`src/sv/hsl_pkg.sv`:
```
// ----------------------------------------------------------------------------
// hsl_pkg
// Shared types and constants for the histogram survival lookup.
// ----------------------------------------------------------------------------
package hsl_pkg;

    localparam int unsigned ONE_Q16 = 65536;
    localparam int          MAX_BINS = 256;

    typedef enum logic [1:0] {
        K_WR_EDGE = 2'd0,
        K_WR_DENS = 2'd1,
        K_WR_SURV = 2'd2,
        K_QUERY   = 2'd3
    } t_kind;

    // Divider request: signed dividend over signed divisor, both 64-bit wide
    typedef struct packed {
        logic        start;
        logic [63:0] num;
        logic [63:0] den;
    } t_div_req;

    typedef struct packed {
        logic        done;
        logic [63:0] quo;
    } t_div_rsp;

endpackage

```
`src/sv/hsl_div.sv`:
```
// ----------------------------------------------------------------------------
// hsl_div
// Restoring signed divider, one quotient bit per cycle, truncating toward zero.
// ----------------------------------------------------------------------------
module hsl_div
    import hsl_pkg::*;
(
    input  logic     i_clk,
    input  logic     i_rst_n,
    input  t_div_req i_req,
    output t_div_rsp o_rsp
);

    logic [63:0] r_q, n_q;
    logic [63:0] r_rem, n_rem;
    logic [63:0] r_d;
    logic        r_neg;
    logic [6:0]  r_cnt;
    logic        r_busy;
    logic        r_done;
    logic [64:0] w_trial;
    logic [63:0] w_rem_sh;

    // Shift one dividend bit into the partial remainder and try a subtract
    always_comb begin
        w_rem_sh = {r_rem[62:0], r_q[63]};
        w_trial  = {1'b0, w_rem_sh} - {1'b0, r_d};
        n_q      = {r_q[62:0], ~w_trial[64]};
        n_rem    = w_trial[64] ? w_rem_sh : w_trial[63:0];
    end

    always_ff @(posedge i_clk) begin
        if (!i_rst_n) begin
            r_busy <= 1'b0;
            r_done <= 1'b0;
            r_cnt  <= '0;
        end else begin
            r_done <= 1'b0;
            if (i_req.start) begin
                r_busy <= 1'b1;
                r_cnt  <= 7'd64;
                r_rem  <= '0;
                r_q    <= i_req.num[63] ? -i_req.num : i_req.num;
                r_d    <= i_req.den[63] ? -i_req.den : i_req.den;
                r_neg  <= i_req.num[63] ^ i_req.den[63];
            end else if (r_busy) begin
                r_q   <= n_q;
                r_rem <= n_rem;
                r_cnt <= r_cnt - 7'd1;
                if (r_cnt == 7'd1) begin
                    r_busy <= 1'b0;
                    r_done <= 1'b1;
                end
            end
        end
    end

    assign o_rsp.done = r_done;
    assign o_rsp.quo  = r_neg ? -r_q : r_q;

endmodule

```
`config.mk`:
```
export PLATFORM = sky130hd
export DESIGN_NAME = hsl_div
export DESIGN_NICKNAME = d
export VERILOG_FILES = /design/src/sv/hsl_pkg.sv /design/src/sv/hsl_div.sv
export SDC_FILE = /design/constraint.sdc
export NUM_CORES = 1
export LEC_CHECK = 0
export BUFFER_PORTS_ARGS = -buffer_cell sky130_fd_sc_hd__buf_2
export CAP_MARGIN = 20
export CELL_PAD_IN_SITES_DETAIL_PLACEMENT = 1
export CELL_PAD_IN_SITES_GLOBAL_PLACEMENT = 1
export CORE_UTILIZATION = 35
export CTS_CLUSTER_DIAMETER = 60
export CTS_CLUSTER_SIZE = 10
export DETAILED_ROUTE_END_ITERATION = 8
export PLACE_DENSITY = 0.73
export SLEW_MARGIN = 20
export SYNTH_ARGS = -nofsm -noshare
export SYNTH_HDL_FRONTEND = slang
export SYNTH_SLANG_ARGS = --single-unit
```
`constraint.sdc`:
```
create_clock -name i_clk -period 5.19 [get_ports i_clk]
set_input_delay 0.2595 -clock i_clk [delete_from_list [all_inputs] [get_ports i_clk]]
set_output_delay 0.2595 -clock i_clk [all_outputs]
set_load 0.01 [all_outputs]
```
==> results_dict.tcl <==
set metrics [dict create \
    finalCritPeriodShare_pct 85.96 \
    status "finished, final reports clean" \
    ys_top_cells_by_area "edfxtp_1, xnor2_1, ha_1, a21oi_1, nand2_1" \
    hold_viol 0 \
    fin_skew_ps 22.08 \
    synth_commonest_cells "nand2_1, edfxtp_1, a21oi_1" \
    synth_edf_count 192 \
    yosysSeqAreaShare_pct 37.50 \
    totalWireLength_um 49530 \
    grt_usage_pct 21.18 \
    finalMaxSlewViolations 0 \
    setup_ws_ps 728.6 \
    synth_flop_cell "edfxtp_1" \
    worst_ep_required_time_ps 4930 \
    grt_max_degree 103 \
    layout_min_cycle_time_ps 4461 \
    synthCells 1802 \
    cts_tree "done" \
    syn_to_final_growth_pct 16.42 \
    yosysWarnings 0 \
    drive_gt1_share_pct 14.82 \
    timing.fmax_mhz 224.1 \
    tightest_slew_ps 974.3 \
    synth_area_leader_cell "edfxtp_1" \
    syn_avg_cell_area_um2 8.798 \
    ys_ff_latch 201 \
    cts_buffers 29 \
    grt_overflow 0 \
    cts.sinks 201 \
    whs_ps 29.96 \
    rows 77 \
    critPathLaunchType "register" \
    die-area_um2 46150 \
    synth_top_area_share_pct 36.37 \
    final_cells 2587 \
    dp_slack_ps 955.8 \
    drc 0 \
    vias 14330 \
    dp_cells 2523 \
    worst-path-max-fanout 6 \
    p_leak_nw 7.101 \
    core_um2 44410 \
    vias_per_cell 5.538 \
    port_buffers 195 \
    clk_latency_ps 560 \
    chipWidth_um 214.8 \
    postLayoutCoreUtil_pct 41.56 \
    syn_area_um2 15850 \
    setup_violations 0 \
    path_clk_slew_ps 60 \
    h-tree-depth 1 \
    critPathKind "reg -> out" \
    grt_pass1_wl_um 79850 \
    grt_pass1_vias 14900 \
    clock_path_buffers 3 \
    initial_core_util_pct 35.70 \
    drt-wirelength-per-cell_um 19.15 \
    yosysMostFrequentCell "nand2_1" \
    maxCapViolCount 0 \
    antenna_found_initial 3 \
    power.density_nw_per_um2 305.6 \
    synthDistinctLibCells 70 \
    drt_first_pass_iters 5 \
    pin_count 196 \
    rsz0062_at_grt "no" \
    post-dp-hpwl_um 37770 \
    r2r_setup_slack_ps 930 \
    peakVddDrop_mv 0.2509 \
    crit_path_end_kind "output port" \
    final_antenna_net_count 0 \
    hp-class "in -> reg" \
    fillers 5251 \
    root_buffer "clkbuf_16" \
    slew_headroom_pct 34.46 \
    nNetsFinal 2177 \
    synth_nets 2003 \
    postCtsSetupBuffers 0 \
    first_iter_violations 839 \
    finalWeightedCongestion 0.9191 \
    setup_tns_ps 0 \
    die_h_um 214.8 \
    async_flop_share_pct 0 \
    arrival_ps 4200 \
]
==> state kept, by name (all words and copies together), names as in the netlist <==
name and cells:
r_done 1, r_rem 63, r_d 64, r_neg 1, r_cnt 7, r_busy 1
r_q 64
==> through the flow <==
step / power [mW] / cell area (µm²)
after floorplan: 3.182 / 15850
after global placement: 3.674 / 17400
after detailed placement: 3.728 / 17400
after CTS: 5.691 / 18440
after global routing: 5.935 / 18460
final: 5.640 / 18460
==> cell type report <==
type	instances	area, µm²	area share, %
multi-input cells	1429	9270	50.23
well taps	592	740.7	4.013
clock buffers	36	762.0	4.129
clock inverters	10	143.9	0.7796
inverters	93	349.1	1.891
repair buffers	222	1235	6.691
diodes	4	10.01	0.05423
flip-flops and latches	201	5946	32.21
==> worst max-delay path, stage by stage, from the launching register on <==
cell and delay, ps:
edfxtp_1 420, inv_1 110, ha_1 170, nand2b_1 80, or4_1 470, nor2_1 320, nand3_1 280, or2_2 440
or3_1 430, o41ai_1 480, nand2_1 120, xnor2_1 180, buf_2 160
==> placed cells by master, fill, tap and decap left out, drive strengths merged, types with 38 or more instances in the layout <==
master  Yosys  layout
o21ai     111     111
buf        13     208
o31ai      56      56
a21o       44      44
edfxtp    192     192
nor3       38      38
nor2      155     155
nand2     209     209
inv        93      97
a21oi     167     167
ha         69      69
xor2       83      83
xnor2     156     156
==> where the power goes <==
| part | switching, mW | total (mW) | internal [mW] |
|---|---|---|---|
| clock | 0.743 | 1.92 | 1.18 |
| combinational | 1.02 | 1.66 | 0.638 |
| sequential | 0.0947 | 2.06 | 1.96 |
==> path summary, 6_finish.rpt <==
kind / start / end / cells after the start
hold / removal: i_req[18] / r_d[18] / 2
setup reg to reg: r_q[63] / r_rem[62] / 15
setup / recovery: r_q[1] / o_rsp[62] / 12
hold reg to reg: r_cnt[1] / r_cnt[1] / 2
==> timing repair <==
action	in CTS	in global routing
hold buffers	14	0
endpoints found under the hold margin	14	0
gates resized for setup	0	0
==> per-layer routing <==
layer	global-route usage, %	vias to the layer above	share of wire, %	routed length, µm
li1	-	6914	-	-
met1	27.34	7018	45	22110
met2	36.31	302	48	23900
met3	2.477	93	3.6	1798
met4	7.667	0	3.5	1715
met5	0	-	0	0
==> cell families after synthesis <==
family	count (synthesis)	share of synthesized area [%]
buffers and inverters	172	4.159
xor gates and xnor gates	239	13.20
AOI/OAI and AO/OA	501	19.87
adders and majority gates	70	5.572
and+or+nand+nor	601	18.43
muxes	18	1.263
DFF	201	37.50
Note: power is estimated with default switching activity, not from simulation.
